### src/hdl/ilc_pkg.sv
// ----------------------------------------------------------------------------
// ilc_pkg
// Shared types, codes and character helpers for the INI line classifier.
// ----------------------------------------------------------------------------
package ilc_pkg;

    typedef enum logic [2:0] {
        PH_LEAD     = 3'd0,
        PH_COMMENT  = 3'd1,
        PH_KEY      = 3'd2,
        PH_PRE_EQ   = 3'd3,
        PH_POST_EQ  = 3'd4,
        PH_VALUE    = 3'd5,
        PH_ERROR    = 3'd6
    } phase_t;

    localparam logic [1:0] KIND_KEY     = 2'd0;
    localparam logic [1:0] KIND_VALUE   = 2'd1;
    localparam logic [1:0] KIND_COMMENT = 2'd2;
    localparam logic [1:0] KIND_REPORT  = 2'd3;

    localparam logic [1:0] LINE_COMMENT = 2'd0;
    localparam logic [1:0] LINE_EMPTY   = 2'd1;
    localparam logic [1:0] LINE_KEY     = 2'd2;
    localparam logic [1:0] LINE_ERROR   = 2'd3;

    localparam logic [1:0] QUOTE_NONE   = 2'd0;
    localparam logic [1:0] QUOTE_SINGLE = 2'd1;
    localparam logic [1:0] QUOTE_DOUBLE = 2'd2;

    localparam logic [7:0] CH_NUL    = 8'h00;
    localparam logic [7:0] CH_SEMI   = 8'h3B;
    localparam logic [7:0] CH_HASH   = 8'h23;
    localparam logic [7:0] CH_EQ     = 8'h3D;
    localparam logic [7:0] CH_UNDER  = 8'h5F;
    localparam logic [7:0] CH_DOT    = 8'h2E;
    localparam logic [7:0] CH_SQUOTE = 8'h27;
    localparam logic [7:0] CH_DQUOTE = 8'h22;
    localparam logic [7:0] CH_SPACE  = 8'h20;

    localparam int FIFO_DEPTH = 4;
    localparam int PTR_W      = $clog2(FIFO_DEPTH);
    localparam int CNT_W      = $clog2(FIFO_DEPTH + 1);

    typedef struct packed {
        logic [1:0] item_kind;
        logic [7:0] char_out;
        logic [1:0] line_kind;
        logic [1:0] quote_kind;
        logic       last_of_run;
    } result_t;

    function automatic logic is_blank(input logic [7:0] c);
        return (c == CH_SPACE) || (c inside {[8'd9:8'd13]});
    endfunction

    function automatic logic is_key_byte(input logic [7:0] c);
        return (c inside {["a":"z"], ["A":"Z"], ["0":"9"]}) ||
               (c == CH_UNDER) || (c == CH_DOT);
    endfunction

endpackage

### src/hdl/ilc_if.sv
// ----------------------------------------------------------------------------
// ilc_if
// Valid/ready channels: input bytes and result items.
// ----------------------------------------------------------------------------
interface ilc_in_if;
    logic       valid;
    logic       ready;
    logic [7:0] char_in;

    modport source (output valid, output char_in, input ready);
    modport sink   (input valid, input char_in, output ready);
endinterface

interface ilc_out_if;
    logic       valid;
    logic       ready;
    logic [1:0] item_kind;
    logic [7:0] char_out;
    logic [1:0] line_kind;
    logic [1:0] quote_kind;
    logic       last_of_run;

    modport source (output valid, output item_kind, output char_out, output line_kind,
                    output quote_kind, output last_of_run, input ready);
    modport sink   (input valid, input item_kind, input char_out, input line_kind,
                    input quote_kind, input last_of_run, output ready);
endinterface

### src/hdl/ilc_parser.sv
// ----------------------------------------------------------------------------
// ilc_parser
// Line state and per-byte classification; yields up to two results per byte.
// ----------------------------------------------------------------------------
module ilc_parser
    import ilc_pkg::*;
(
    input  logic       clk,
    input  logic       rst_n,
    input  logic       accept,
    input  logic [7:0] char_in,
    output logic [1:0] res_count,
    output result_t    res0,
    output result_t    res1
);

    phase_t     phase_reg, phase_next;
    logic [7:0] held_byte_reg, held_byte_next;
    logic       held_valid_reg, held_valid_next;
    logic [7:0] first_byte_reg, first_byte_next;
    logic [1:0] value_count_reg, value_count_next;
    logic       restart;
    logic [1:0] qk;

    function automatic result_t byte_res(input logic [1:0] kind, input logic [7:0] c,
                                         input logic last);
        result_t r;
        r.item_kind   = kind;
        r.char_out    = c;
        r.line_kind   = LINE_COMMENT;
        r.quote_kind  = QUOTE_NONE;
        r.last_of_run = last;
        return r;
    endfunction

    function automatic result_t report_res(input logic [1:0] lk, input logic [1:0] q);
        result_t r;
        r.item_kind   = KIND_REPORT;
        r.char_out    = CH_NUL;
        r.line_kind   = lk;
        r.quote_kind  = q;
        r.last_of_run = 1'b1;
        return r;
    endfunction

    // quote check at end of value: closing byte equals opening quote
    always_comb
    begin
        qk = QUOTE_NONE;
        if (value_count_reg == 2'd2 && held_byte_reg == first_byte_reg)
        begin
            if (first_byte_reg == CH_SQUOTE)
                qk = QUOTE_SINGLE;
            else if (first_byte_reg == CH_DQUOTE)
                qk = QUOTE_DOUBLE;
        end
    end

    always_comb
    begin
        phase_next       = phase_reg;
        held_byte_next   = held_byte_reg;
        held_valid_next  = held_valid_reg;
        first_byte_next  = first_byte_reg;
        value_count_next = value_count_reg;
        restart          = 1'b0;
        res_count        = 2'd0;
        res0             = '0;
        res1             = '0;

        case (phase_reg)
            PH_COMMENT:
            begin
                if (char_in == CH_NUL)
                begin
                    restart   = 1'b1;
                    res0      = report_res(LINE_COMMENT, QUOTE_NONE);
                    res_count = 2'd1;
                end
                else
                begin
                    res0      = byte_res(KIND_COMMENT, char_in, 1'b1);
                    res_count = 2'd1;
                end
            end
            PH_KEY:
            begin
                if (char_in == CH_NUL)
                begin
                    restart   = 1'b1;
                    res0      = report_res(LINE_ERROR, QUOTE_NONE);
                    res_count = 2'd1;
                end
                else if (is_key_byte(char_in))
                begin
                    res0      = byte_res(KIND_KEY, char_in, 1'b1);
                    res_count = 2'd1;
                end
                else if (is_blank(char_in))
                    phase_next = PH_PRE_EQ;
                else if (char_in == CH_EQ)
                    phase_next = PH_POST_EQ;
                else
                    phase_next = PH_ERROR;
            end
            PH_PRE_EQ:
            begin
                if (char_in == CH_NUL)
                begin
                    restart   = 1'b1;
                    res0      = report_res(LINE_ERROR, QUOTE_NONE);
                    res_count = 2'd1;
                end
                else if (char_in == CH_EQ)
                    phase_next = PH_POST_EQ;
                else if (!is_blank(char_in))
                    phase_next = PH_ERROR;
            end
            PH_POST_EQ:
            begin
                if (char_in == CH_NUL)
                begin
                    restart   = 1'b1;
                    res0      = report_res(LINE_KEY, QUOTE_NONE);
                    res_count = 2'd1;
                end
                else if (!is_blank(char_in))
                begin
                    held_byte_next   = char_in;
                    held_valid_next  = 1'b1;
                    first_byte_next  = char_in;
                    value_count_next = 2'd1;
                    phase_next       = PH_VALUE;
                end
            end
            PH_VALUE:
            begin
                if (char_in == CH_NUL)
                begin
                    restart = 1'b1;
                    if (qk != QUOTE_NONE)
                    begin
                        // closing quote is swallowed
                        res0      = report_res(LINE_KEY, qk);
                        res_count = 2'd1;
                    end
                    else if (held_valid_reg)
                    begin
                        res0      = byte_res(KIND_VALUE, held_byte_reg, 1'b0);
                        res1      = report_res(LINE_KEY, QUOTE_NONE);
                        res_count = 2'd2;
                    end
                    else
                    begin
                        res0      = report_res(LINE_KEY, QUOTE_NONE);
                        res_count = 2'd1;
                    end
                end
                else
                begin
                    if (held_valid_reg)
                    begin
                        res0      = byte_res(KIND_VALUE, held_byte_reg, 1'b1);
                        res_count = 2'd1;
                    end
                    held_byte_next  = char_in;
                    held_valid_next = 1'b1;
                    if (value_count_reg != 2'd2)
                        value_count_next = value_count_reg + 2'd1;
                end
            end
            PH_ERROR:
            begin
                if (char_in == CH_NUL)
                begin
                    restart   = 1'b1;
                    res0      = report_res(LINE_ERROR, QUOTE_NONE);
                    res_count = 2'd1;
                end
            end
            default:
            begin
                if (char_in == CH_NUL)
                begin
                    restart   = 1'b1;
                    res0      = report_res(LINE_EMPTY, QUOTE_NONE);
                    res_count = 2'd1;
                end
                else if (is_blank(char_in))
                    phase_next = PH_LEAD;
                else if (char_in == CH_SEMI || char_in == CH_HASH)
                begin
                    phase_next = PH_COMMENT;
                    res0       = byte_res(KIND_COMMENT, char_in, 1'b1);
                    res_count  = 2'd1;
                end
                else if (is_key_byte(char_in))
                begin
                    phase_next = PH_KEY;
                    res0       = byte_res(KIND_KEY, char_in, 1'b1);
                    res_count  = 2'd1;
                end
                else
                    phase_next = PH_ERROR;
            end
        endcase

        if (restart)
        begin
            phase_next       = PH_LEAD;
            held_byte_next   = CH_NUL;
            held_valid_next  = 1'b0;
            first_byte_next  = CH_NUL;
            value_count_next = 2'd0;
        end
    end

    always_ff @(posedge clk or negedge rst_n)
    begin
        if (!rst_n)
        begin
            phase_reg       <= PH_LEAD;
            held_byte_reg   <= CH_NUL;
            held_valid_reg  <= 1'b0;
            first_byte_reg  <= CH_NUL;
            value_count_reg <= 2'd0;
        end
        else if (accept)
        begin
            phase_reg       <= phase_next;
            held_byte_reg   <= held_byte_next;
            held_valid_reg  <= held_valid_next;
            first_byte_reg  <= first_byte_next;
            value_count_reg <= value_count_next;
        end
    end

endmodule

### src/hdl/ilc_result_fifo.sv
// ----------------------------------------------------------------------------
// ilc_result_fifo
// Small result queue: takes up to two results per cycle, sends one per cycle while the reader is ready.
// ----------------------------------------------------------------------------
module ilc_result_fifo
    import ilc_pkg::*;
(
    input  logic       clk,
    input  logic       rst_n,
    input  logic [1:0] push_count,
    input  result_t    push0,
    input  result_t    push1,
    output logic       room,
    ilc_out_if.source  result_out
);

    result_t              entry_reg [FIFO_DEPTH];
    logic [PTR_W-1:0]     wr_ptr_reg, wr_ptr_next;
    logic [PTR_W-1:0]     rd_ptr_reg, rd_ptr_next;
    logic [CNT_W-1:0]     count_reg, count_next;
    logic                 pop;
    logic [PTR_W-1:0]     wr_ptr_plus1;
    result_t              head;

    assign wr_ptr_plus1 = wr_ptr_reg + PTR_W'(1);
    assign head         = entry_reg[rd_ptr_reg];
    assign pop          = result_out.valid && result_out.ready;
    // room for the worst case of two results from one byte
    assign room         = (count_reg <= CNT_W'(FIFO_DEPTH - 2));

    assign result_out.valid       = (count_reg != '0);
    assign result_out.item_kind   = head.item_kind;
    assign result_out.char_out    = head.char_out;
    assign result_out.line_kind   = head.line_kind;
    assign result_out.quote_kind  = head.quote_kind;
    assign result_out.last_of_run = head.last_of_run;

    always_comb
    begin
        wr_ptr_next = wr_ptr_reg + PTR_W'(push_count);
        rd_ptr_next = rd_ptr_reg + PTR_W'(pop);
        count_next  = count_reg + CNT_W'(push_count) - CNT_W'(pop);
    end

    always_ff @(posedge clk)
    begin
        if (push_count != 2'd0)
            entry_reg[wr_ptr_reg] <= push0;
        if (push_count == 2'd2)
            entry_reg[wr_ptr_plus1] <= push1;
    end

    always_ff @(posedge clk or negedge rst_n)
    begin
        if (!rst_n)
        begin
            wr_ptr_reg <= '0;
            rd_ptr_reg <= '0;
            count_reg  <= '0;
        end
        else
        begin
            wr_ptr_reg <= wr_ptr_next;
            rd_ptr_reg <= rd_ptr_next;
            count_reg  <= count_next;
        end
    end

endmodule

### src/hdl/ini_line_classifier.sv
// ----------------------------------------------------------------------------
// ini_line_classifier
// Classifies one INI line per run of bytes ending in a zero byte.
// ----------------------------------------------------------------------------
//  channel     dir  payload                                             
//  line_in     in   char_in[7:0]                                        
//  result_out  out  item_kind, char_out, line_kind, quote_kind, last_of_run
//
//  A byte is classified in the cycle it is taken; its results are written
//  into a four-entry queue and leave one per cycle while the output is ready.
//  A new byte is taken every cycle while the queue has room for two results,
//  so a stalled output stops the input once the queue holds more than two.
//  Reset (rst_n low) returns to the start of a line and empties the queue.
// ----------------------------------------------------------------------------
module ini_line_classifier
    import ilc_pkg::*;
(
    input  logic       clk,
    input  logic       rst_n,
    ilc_in_if.sink     line_in,
    ilc_out_if.source  result_out
);

    logic       room;
    logic       accept;
    logic [1:0] res_count;
    logic [1:0] push_count;
    result_t    res0;
    result_t    res1;

    assign line_in.ready = room;
    assign accept        = line_in.valid && room;
    assign push_count    = accept ? res_count : 2'd0;

    ilc_parser u_parser (
        .clk       (clk),
        .rst_n     (rst_n),
        .accept    (accept),
        .char_in   (line_in.char_in),
        .res_count (res_count),
        .res0      (res0),
        .res1      (res1)
    );

    ilc_result_fifo u_fifo (
        .clk        (clk),
        .rst_n      (rst_n),
        .push_count (push_count),
        .push0      (res0),
        .push1      (res1),
        .room       (room),
        .result_out (result_out)
    );

endmodule

### src/flat_wrapper.sv
// flat-port wrapper written by rule: the top's interface ports become plain ports
module ini_line_classifier_flat import ilc_pkg::*;
  (clk, rst_n, line_in_valid, line_in_char_in, line_in_ready, result_out_valid, result_out_item_kind, result_out_char_out, result_out_line_kind, result_out_quote_kind, result_out_last_of_run, result_out_ready);
  ilc_in_if line_in_i ();
  ilc_out_if result_out_i ();
  input  logic clk;
  input  logic rst_n;
  input wire logic [$bits(line_in_i.valid)-1:0] line_in_valid;
  input wire logic [$bits(line_in_i.char_in)-1:0] line_in_char_in;
  output wire logic [$bits(line_in_i.ready)-1:0] line_in_ready;
  output wire logic [$bits(result_out_i.valid)-1:0] result_out_valid;
  output wire logic [$bits(result_out_i.item_kind)-1:0] result_out_item_kind;
  output wire logic [$bits(result_out_i.char_out)-1:0] result_out_char_out;
  output wire logic [$bits(result_out_i.line_kind)-1:0] result_out_line_kind;
  output wire logic [$bits(result_out_i.quote_kind)-1:0] result_out_quote_kind;
  output wire logic [$bits(result_out_i.last_of_run)-1:0] result_out_last_of_run;
  input wire logic [$bits(result_out_i.ready)-1:0] result_out_ready;
  assign line_in_i.valid = line_in_valid;
  assign line_in_i.char_in = line_in_char_in;
  assign line_in_ready = line_in_i.ready;
  assign result_out_valid = result_out_i.valid;
  assign result_out_item_kind = result_out_i.item_kind;
  assign result_out_char_out = result_out_i.char_out;
  assign result_out_line_kind = result_out_i.line_kind;
  assign result_out_quote_kind = result_out_i.quote_kind;
  assign result_out_last_of_run = result_out_i.last_of_run;
  assign result_out_i.ready = result_out_ready;
  ini_line_classifier u_core (.clk(clk), .rst_n(rst_n), .line_in(line_in_i), .result_out(result_out_i));
endmodule
### config.mk
export PLATFORM = sky130hd
export DESIGN_NAME = ini_line_classifier_flat
export DESIGN_NICKNAME = d
export VERILOG_FILES = /design/src/hdl/ilc_pkg.sv /design/src/hdl/ilc_if.sv /design/src/hdl/ilc_parser.sv /design/src/hdl/ilc_result_fifo.sv /design/src/hdl/ini_line_classifier.sv /design/src/flat_wrapper.sv
export SDC_FILE = /design/constraint.sdc
export NUM_CORES = 1
export LEC_CHECK = 0
export BUFFER_PORTS_ARGS = -buffer_cell sky130_fd_sc_hd__buf_2
export CAP_MARGIN = 15
export CORE_ASPECT_RATIO = 0.8
export CORE_MARGIN = 5
export CORE_UTILIZATION = 49
export CTS_BUF_LIST = sky130_fd_sc_hd__clkbuf_8
export CTS_CLUSTER_SIZE = 8
export DETAILED_ROUTE_END_ITERATION = 10
export HOLD_SLACK_MARGIN = 0.15
export PLACE_DENSITY = 0.66
export SLEW_MARGIN = 20
export SYNTH_ARGS = -nofsm -noshare
export SYNTH_HDL_FRONTEND = slang
export SYNTH_SLANG_ARGS = --single-unit
### constraint.sdc
create_clock -name clk -period 3.7 [get_ports clk]
set_clock_uncertainty 0.2 [all_clocks]
set_input_delay 0.185 -clock clk [delete_from_list [all_inputs] [get_ports clk]]
set_output_delay 0.185 -clock clk [all_outputs]
set_load 0.005 [all_outputs]
==> flow_metrics.env, run 1 <==
export IMPL_clock_sinks=89
export IMPL_dominantRegCellSynth="dfxtp_1"
export IMPL_syn_to_final_growth_pct=10.8
export IMPL_drtAntennaViolNets=0
export IMPL_largest_reg_flops=60
export IMPL_overflow=0
export IMPL_grt_total_usage=0.225
export IMPL_cts_resized_gates=0
export IMPL_tightest_slew_ps=786
export IMPL_cts_buffer_depth=2
export IMPL_met1_length_um=6060
export IMPL_antenna_found_initial=0
export IMPL_yosysTopAreaCell="dfxtp_1"
export IMPL_grt_pass1_vias=4086
export IMPL_r2r_start="u_core.u_parser.first_byte_reg[4]"
export IMPL_syn_area_mm2=0.00500
export IMPL_slew_viol_final=0
export IMPL_r2r_slack_ps=360
export IMPL_grt_setup_unrepaired="no"
export IMPL_grt_max_degree=30
export IMPL_powerDensity_mw_per_mm2=674
export IMPL_wl_met2_um=6020
export IMPL_io_pin_count=29
export IMPL_num_antenna_cells=0
export IMPL_postSynthCellCount=489
export IMPL_hold_viol_final=0
export IMPL_worst_skew_pair_late_latency_ps=360
export IMPL_worst_r2r_cell_count=11
export IMPL_cp_arrival_ps=3540
export IMPL_highest_layer="met4"
export IMPL_layout_common_cells="nand2_1 (53), dfxtp_1 (44), buf_2 (28), dfrtp_1 (28)"
export IMPL_initial_utilization=0.495
export IMPL_final_common_cell="nand2_1"
export IMPL_avgSynthCellArea_um2=10.2
export IMPL_ys_types=68
export IMPL_dp_hpwl_um=9430
export IMPL_root_buffer="clkbuf_8"
export IMPL_crit_path_cell_trace="dlygate4sd3_1 -> buf_2 -> or4_4 -> o211ai_1 -> o311ai_1 -> a221oi_4 -> inv_2 -> ha_1 -> inv_1 -> ha_1 -> fa_1 -> xnor2_1 -> xnor2_1"
export IMPL_portBuffers=28
export IMPL_drc=0
export IMPL_cts_buffers=9
export IMPL_critPathMaxFanout=14
export IMPL_num_vias=4174
export IMPL_p_leak_uw=0.00217
export IMPL_critPathLaunchType="input port"
export IMPL_placementRows=33
export IMPL_period_minus_slack_ps=3460
export IMPL_end_kind="flop"
export IMPL_drt_iter0_drc=285
export IMPL_die_w_um=123
export IMPL_htree_levels=3
export IMPL_core_area_mm2=0.0101
export IMPL_multi_input_area_mm2=0.00270
export IMPL_fmax_ghz=0.289
export IMPL_period_share=0.934
export IMPL_wl_per_cell_um=19.8
export IMPL_yosysWarnings=0
export IMPL_slew_headroom=0.476
export IMPL_finalSetupTns_ps=0
export IMPL_grt_pass1_wl_um=21500
export IMPL_die_y_um=100
export IMPL_power_uw=3740
export IMPL_ys_seq_area_frac=0.417
export IMPL_max_stage_delay_ps=590
export IMPL_viasPerCell=6.30
export IMPL_maxCapViolCount=0
export IMPL_seqCellArea_mm2=0.00209
export IMPL_fill_cells=900
export IMPL_drt_wl_total_um=13100
export IMPL_synth_ff_latch_count=89
export IMPL_synth_async_reset_ratio=0.326
export IMPL_dieArea_mm2=0.0123
export IMPL_setup_viol=0
export IMPL_synthesis_nets=508
export IMPL_cp_required_ps=3790
export IMPL_place_gp_congestion=0.896
export IMPL_hold_class="in -> async"
export IMPL_cpMaxStageDelayCell="or4_4"
export IMPL_reg2reg_to="u_core.u_fifo.count_reg[2]"
export IMPL_drive_above_1_share=0.203
export IMPL_cts_tree="done"
export IMPL_synth_top_cell_area_share=0.176
export IMPL_path_clk_slew_ps=80
export IMPL_peakVddDrop_v=0.000503
export IMPL_wl_met3_um=782
export IMPL_synth_edf_count=16
export IMPL_synth_top_cells_by_area="dfxtp_1 (18%), dfrtp_1 (14%), edfxtp_1 (9.6%)"
export IMPL_finalNetCount=538
export IMPL_status="complete, no violations"
export IMPL_dr_pass1_iters=5
export IMPL_path_class="in -> reg"
==> per-stage QoR <==
step	setup WS [ps]	instance area, um^2	cells	hold WS, ps	util
detailed placement	412	5290	638	72.5	0.523
CTS	260	5550	663	218	0.548
floorplan	360	5000	489	-311	-
finish	243	5550	663	199	0.548
global placement	472	5290	638	66.3	0.523
global route	76.4	5550	663	281	0.548
==> cell families (layout without fill, tap and decap cells) <==
group	after synthesis	after routing	synth area share
adders and majority gates	7	7	0.0190
and+or+nand+nor	154	154	0.163
xor gates and xnor gates	12	12	0.0210
AOI/OAI and AO/OA	123	123	0.188
buffers and inverters	51	85	0.0442
DFF	89	89	0.417
muxes	53	53	0.147
==> worst max-delay path by stage <==
stage                                           start                    endpoint  slack, ps  cells past startpoint
finish                             line_in_char_in[1]  u_core.u_fifo.count_reg[2]        240                     13
detailed placement  u_core.u_parser.first_byte_reg[4]  u_core.u_fifo.count_reg[2]        410                     11
global route                       line_in_char_in[5]  u_core.u_fifo.count_reg[2]         80                     13
global placement    u_core.u_parser.first_byte_reg[4]  u_core.u_fifo.count_reg[2]        470                     11
CTS                                line_in_char_in[1]  u_core.u_fifo.count_reg[2]        260                     13
floorplan                          line_in_char_in[5]  u_core.u_fifo.count_reg[2]        360                     12
==> cell type report <==
class                           count  share of cell area
Multi-Input combinational cell    349               0.486
Timing Repair Buffer               57              0.0690
Inverter                           13             0.00880
Clock buffer                        9              0.0223
Sequential cell                    89               0.376
Clock inverter                      6             0.00564
Tap cell                          140              0.0316
==> worst max-delay path: cells and delay by family <==
family	cells	cell delay, ps
compound gates	3	680
fa+ha+maj	3	840
simple gates	1	590
xor+xnor	2	340
buf+inv	4	890
==> layer usage <==
metal | up-vias | track usage
met4 | 0 | 0.0757
met1 | 2051 | 0.318
met5 | - | 0
met2 | 153 | 0.352
met3 | 28 | 0.0406
li1 | 1942 | -
==> synth_stat cells, drive strengths merged (2+ instances only) <==
library cell  instances
inv                  13
and2                  6
nand2b                2
nor3b                 4
nand2                53
a31oi                 2
a41oi                 2
xnor2                10
nor3                  5
o2bb2ai               7
edfxtp               16
a21oi                21
nor2                 17
clkbuf               24
a311oi                8
o2111ai               2
mux2                 16
mux2i                22
and4b                 2
o21ai                24
o211ai                4
dfxtp                44
nor4                  4
and4                  4
a22oi                 2
or3                   9
a221oi                8
nor2b                 4
or4                   4
ha                    6
and3                  4
nand4                11
nand3                22
o22ai                 2
a211oi               21
dfrtp                29
o221ai                8
o211a                 2
mux4                 15
xor2                  2
buf                  14
==> power by group <==
group | total (uW) | switching, uW | internal (uW) | leakage [uW]
logic | 1480 | 754 | 726 | 0.00122
clock network | 569 | 335 | 234 | 0.0000932
registers | 1690 | 360 | 1330 | 0.000855
==> what timing repair did <==
item / 4_1_cts / 5_1_grt
setup endpoints to repair: 0 / 0
hold buffers: 10 / 0
setup buffers: 0 / 0
hold endpoints to repair: 48 / 0
No activity file was read; power rests on OpenSTA's default activity.
==> inputs of run 2 (changes only) <==
Settings changed: RECOVER_POWER set to 50.
==> flow_metrics.env, run 2 (synthesis gave the netlist of run 1 again) <==
export IMPL_p_leak_uw=0.00215
export IMPL_drtAntennaViolNets=0
export IMPL_largest_reg_flops=60
export IMPL_status="finished with violations"
export IMPL_critPathLaunchType="input port"
export IMPL_slew_viol_final=30
export IMPL_peakVddDrop_v=0.000504
export IMPL_root_buffer="clkbuf_8"
export IMPL_p_int_uw=2280
export IMPL_grt_pass1_vias=4086
export IMPL_period_share=0.935
export IMPL_highest_layer="met4"
export IMPL_reg2reg_to="u_core.u_fifo.count_reg[2]"
export IMPL_cp_arrival_ps=3540
export IMPL_drive_above_1_share=0.189
export IMPL_seqPwrFrac=0.453
export IMPL_core_area_mm2=0.0101
export IMPL_viasPerCell=6.24
export IMPL_placementRows=33
export IMPL_path_clk_slew_ps=90
export IMPL_place_area_mm2=0.00529
export IMPL_worst_skew_pair_late_latency_ps=360
export IMPL_critPathMaxFanout=14
export IMPL_holdPathStages=2
export IMPL_path_class="in -> reg"
export IMPL_num_antenna_cells=0
export IMPL_finalNetCount=538
export IMPL_cts_buffer_depth=2
export IMPL_setup_viol=0
export IMPL_violations="capacitance limit, slew limit"
export IMPL_cts_buffers=9
export IMPL_end_kind="flop"
export IMPL_place_gp_congestion=0.896
export IMPL_cts_tree="done"
export IMPL_cp_required_ps=3790
export IMPL_p_sw_frac=0.387
export IMPL_clock_sinks=89
export IMPL_initial_utilization=0.495
export IMPL_wl_met3_um=820
export IMPL_portBuffers=28
export IMPL_grt_setup_unrepaired="no"
export IMPL_htree_levels=3
export IMPL_worst_r2r_cell_count=11
export IMPL_pre_cts_ws_ps=412
export IMPL_dp_hpwl_um=9430
export IMPL_hold_viol_final=0
export IMPL_overflow=0
export IMPL_dr_pass1_iters=5
export IMPL_finalSetupTns_ps=0
export IMPL_min_to="u_core.u_fifo.entry_reg[2][3]"
export IMPL_grt_max_degree=30
export IMPL_drc=0
export IMPL_maxCapViolCount=1
export IMPL_met1_length_um=6100
export IMPL_stdcell_count=663
export IMPL_syn_to_final_growth_pct=10.4
export IMPL_post_cts_buffers=0
export IMPL_drt_iter0_drc=304
export IMPL_antenna_found_initial=0
export IMPL_drt_wl_total_um=13100
export IMPL_die_y_um=100
export IMPL_period_minus_slack_ps=3460
export IMPL_die_w_um=123
export IMPL_final_common_cell="nand2_1"
export IMPL_setup_slack_ps=241
export IMPL_p_sw_uw=1440
export IMPL_wl_per_cell_um=19.8
export IMPL_grt_total_usage=0.225
export IMPL_grt_pass1_wl_um=21500
export IMPL_powerDensity_mw_per_mm2=674
export IMPL_clockPowerShare=0.152
export IMPL_hold_slack_ps=260
export IMPL_r2r_slack_ps=350
export IMPL_io_pin_count=29
export IMPL_num_vias=4138
export IMPL_wl_met2_um=5960
export IMPL_fmax_ghz=0.289
export IMPL_r2r_start="u_core.u_parser.first_byte_reg[4]"
export IMPL_layout_common_cells="nand2_1 (53), dfxtp_1 (44), dfrtp_1 (29)"
export IMPL_hold_class="reg -> reg"
export IMPL_dieArea_mm2=0.0123
export IMPL_slew_headroom=-0.0961
export IMPL_min_from="u_core.u_fifo.entry_reg[2][3]"
export IMPL_dp_cells=638
export IMPL_tightest_slew_ps=1640
export IMPL_pwr_share_comb=0.395
export IMPL_fin_area_mm2=0.00553
-- run 2: cell types whose count changed in the layout (fill, tap and decap cells not counted), sizes merged --
cell / before / now
clkbuf: 9 / 14
buf: 47 / 42
-- run 2: critical path, stage by stage --
cell and delay, ps:
dlygate4sd3_1 540, buf_2 200, or4_4 590, o211ai_1 200, o311ai_1 190, a221oi_4 290, inv_2 110, ha_1 290
inv_1 40, ha_1 180, fa_1 370, xnor2_1 200, xnor2_1 140
-- run 2: worst max path at each step --
stage | startpoint | end | cells after the start
after floorplan | line_in_char_in[5] | u_core.u_fifo.count_reg[2] | 12
after global placement | u_core.u_parser.first_byte_reg[4] | u_core.u_fifo.count_reg[2] | 11
after detailed placement | u_core.u_parser.first_byte_reg[4] | u_core.u_fifo.count_reg[2] | 11
after CTS | line_in_char_in[1] | u_core.u_fifo.count_reg[2] | 13
after global routing | line_in_char_in[5] | u_core.u_fifo.count_reg[2] | 13
final | line_in_char_in[1] | u_core.u_fifo.count_reg[2] | 13
-- run 2: per-layer routing --
layer	vias up	track usage
met5	-	0
met4	0	0.0757
met3	25	0.0406
met2	141	0.352
met1	2033	0.318
li1	1939	-
-- run 2: cell type report --
| cell class | instances | area [um^2] |
|---|---|---|
| fillers | 903 | 4590 |
| multi-input cells | 349 | 2690 |
| flip-flops and latches | 89 | 2090 |
| repair buffers | 57 | 374 |
| well taps | 140 | 175 |
| clock buffers | 9 | 124 |
| inverters | 13 | 48.8 |
| clock inverters | 6 | 31.3 |
-- run 2: what timing repair did --
item                                   CTS  global route
hold buffers                            10             0
endpoints found under the hold margin   48             0
resized for setup                        0             0
-- run 2: power groups by stage --
| stage | registers, uW | clock network (uW) | logic [uW] |
|---|---|---|---|
| finish | 1690 | 568 | 1470 |
| global route | 1740 | 620 | 1620 |
| CTS | 1680 | 579 | 1470 |
| detailed placement | 1700 | 0 | 1460 |
| global placement | 1690 | 0 | 1420 |
| floorplan | 1490 | 0 | 1220 |
-- run 2: per-stage QoR --
step                      total power, uW  utilization
after floorplan                      2710            -
after global placement               3110        0.523
after detailed placement             3160        0.523
after CTS                            3740        0.548
after global routing                 3980        0.546
final                                3730        0.546
==> inputs of run 3 (changes only) <==
--- a/config.mk
+++ b/config.mk
@@ -12,3 +12,3 @@
 export CORE_UTILIZATION = 49
-export CTS_BUF_LIST = sky130_fd_sc_hd__clkbuf_8
+export CTS_BUF_LIST = sky130_fd_sc_hd__clkbuf_4 sky130_fd_sc_hd__clkbuf_8
 export CTS_CLUSTER_SIZE = 8
--- a/constraint.sdc
+++ b/constraint.sdc
@@ -4,2 +4,2 @@
 set_output_delay 0.185 -clock clk [all_outputs]
-set_load 0.005 [all_outputs]
+set_load 0.1 [all_outputs]
==> flow_metrics.env, run 3 (synthesis gave the netlist of run 1 again) <==
export IMPL_status="finished with violations"
export IMPL_violations="capacitance limit, slew limit"
export IMPL_stdcell_count=665
export IMPL_layout_common_cells="nand2_1 (53), dfxtp_1 (44), dfrtp_1 (29)"
export IMPL_path_buf_inv=4
export IMPL_antenna_found_initial=0
export IMPL_final_common_cell="nand2_1"
export IMPL_period_minus_slack_ps=3430
export IMPL_die_y_um=100
export IMPL_cts_buffer_depth=2
export IMPL_end_kind="flop"
export IMPL_busiest_layer="met2"
export IMPL_largest_reg_flops=60
export IMPL_min_from="u_core.u_fifo.entry_reg[2][10]"
export IMPL_crit_path_cell_trace="dlygate4sd3_1 -> buf_2 -> or3b_1 -> nor4_2 -> a211oi_1 -> a221oi_4 -> inv_2 -> ha_1 -> inv_1 -> ha_1 -> fa_1 -> xnor2_1 -> xnor2_1"
export IMPL_seqCellArea_mm2=0.00209
export IMPL_path_delay_family="buffers and inverters"
export IMPL_cp_arrival_ps=3530
export IMPL_grtUsageMet3=0.0355
export IMPL_slew_headroom=-0.141
export IMPL_finalNetCount=539
export IMPL_cts_buffers=9
export IMPL_wl_per_cell_um=19.9
export IMPL_io_pin_count=29
export IMPL_overflow=0
export IMPL_root_buffer="clkbuf_8"
export IMPL_clock_sinks=89
export IMPL_critPathLaunchType="input port"
export IMPL_drive_above_1_share=0.170
export IMPL_critPathMaxFanout=10
export IMPL_dieArea_mm2=0.0123
export IMPL_r2r_start="u_core.u_parser.value_count_reg[0]"
export IMPL_drt_wl_total_um=13200
export IMPL_drc=0
export IMPL_dp_cells=639
export IMPL_grt_pass1_vias=4032
export IMPL_dp_hpwl_um=9440
export IMPL_pre_cts_ws_ps=452
export IMPL_r2r_slack_ps=440
export IMPL_tightest_slew_ps=1710
export IMPL_hold_viol_final=0
export IMPL_setup_viol=0
export IMPL_core_area_mm2=0.0101
export IMPL_portBuffers=28
export IMPL_num_vias=4151
export IMPL_drtAntennaViolNets=0
export IMPL_use_met1=0.335
export IMPL_multi_input_area_mm2=0.00269
export IMPL_peakVddDrop_v=0.000564
export IMPL_reg2reg_to="u_core.u_fifo.count_reg[2]"
export IMPL_cp_required_ps=3790
export IMPL_hold_class="reg -> reg"
export IMPL_setup_slack_ps=268
export IMPL_place_gp_congestion=0.939
export IMPL_placementRows=33
export IMPL_initial_utilization=0.495
export IMPL_viasPerCell=6.24
export IMPL_finalSetupTns_ps=0
export IMPL_period_share=0.928
export IMPL_fmax_ghz=0.291
export IMPL_cts_tree="done"
export IMPL_slew_viol_final=30
export IMPL_holdPathStages=2
export IMPL_grt_pass1_wl_um=21600
export IMPL_maxCapViolCount=1
export IMPL_max_stage_delay_ps=520
export IMPL_grt_max_degree=30
export IMPL_grt_setup_unrepaired="no"
export IMPL_cpMaxStageDelayCell="dlygate4sd3_1"
export IMPL_path_clk_slew_ps=80
export IMPL_met2_usage=0.339
export IMPL_fill_cells=884
export IMPL_drt_iter0_drc=341
export IMPL_powerDensity_mw_per_mm2=837
export IMPL_htree_levels=3
export IMPL_dr_pass1_iters=6
export IMPL_syn_to_final_growth_pct=11.3
export IMPL_worst_skew_pair_late_latency_ps=370
export IMPL_die_w_um=123
export IMPL_worst_r2r_cell_count=13
export IMPL_min_to="u_core.u_fifo.entry_reg[2][10]"
export IMPL_num_antenna_cells=0
export IMPL_grt_total_usage=0.225
export IMPL_p_leak_uw=0.00212
export IMPL_cts_resized_gates=0
export IMPL_path_class="in -> reg"
[run 3: cell count changes in the layout (fill, tap and decap cells not counted), sizes merged]
| cell | change |
|---|---|
| buf | -15 |
| clkbuf | +21 |
| bufinv | +1 |
| inv | -3 |
| clkinv | -2 |
[run 3: metrics by stage]
step / hold slack (ps) / area (um^2) / utilization / power (uW)
4_1_cts: 214 / 5620 / 0.555 / 4700
6_report: 260 / 5570 / 0.551 / 4660
5_1_grt: 277 / 5570 / 0.551 / 4910
2_1_floorplan: -311 / 5020 / - / 3560
3_5_place_dp: 81.4 / 5310 / 0.525 / 3980
3_3_place_gp: 67.2 / 5310 / 0.525 / 3940
[run 3: layer usage]
metal / vias to the layer above / share of wire
met4: 0 / 0.015
met3: 14 / 0.064
met5: - / 0
li1: 1954 / -
met2: 155 / 0.45
met1: 2028 / 0.47
[run 3: where the power goes]
group | internal (uW) | switching (uW)
clock network | 373 | 336
registers | 1330 | 322
logic | 709 | 1590
[run 3: final cells by class]
| class | count | area share |
|---|---|---|
| Clock inverter | 2 | 0.00651 |
| Tap cell | 140 | 0.0314 |
| Sequential cell | 89 | 0.374 |
| Inverter | 13 | 0.00876 |
| Timing Repair Buffer | 58 | 0.0642 |
| Multi-Input combinational cell | 349 | 0.483 |
| Clock buffer | 14 | 0.0312 |
[run 3: worst max path at each step]
stage	start	cells after the start	slack, ps	to
3_3_place_gp	line_in_char_in[1]	12	500	u_core.u_fifo.count_reg[2]
5_1_grt	line_in_char_in[5]	13	90	u_core.u_fifo.count_reg[2]
2_1_floorplan	u_core.u_fifo.count_reg[1]	11	260	u_core.u_fifo.count_reg[2]
3_5_place_dp	line_in_char_in[5]	12	450	u_core.u_fifo.count_reg[2]
6_report	line_in_char_in[5]	13	270	u_core.u_fifo.count_reg[2]
4_1_cts	line_in_char_in[5]	13	310	u_core.u_fifo.count_reg[2]
[run 3: timing repair]
action | CTS | global route
hold endpoints to repair | 47 | 0
buffers inserted | 0 | 0
hold buffers | 10 | 0
[run 3: worst min-delay path: stages (launching register included)]
cell and delay, ps:
dfxtp_1 310, nand2_1 50, mux2i_1 50
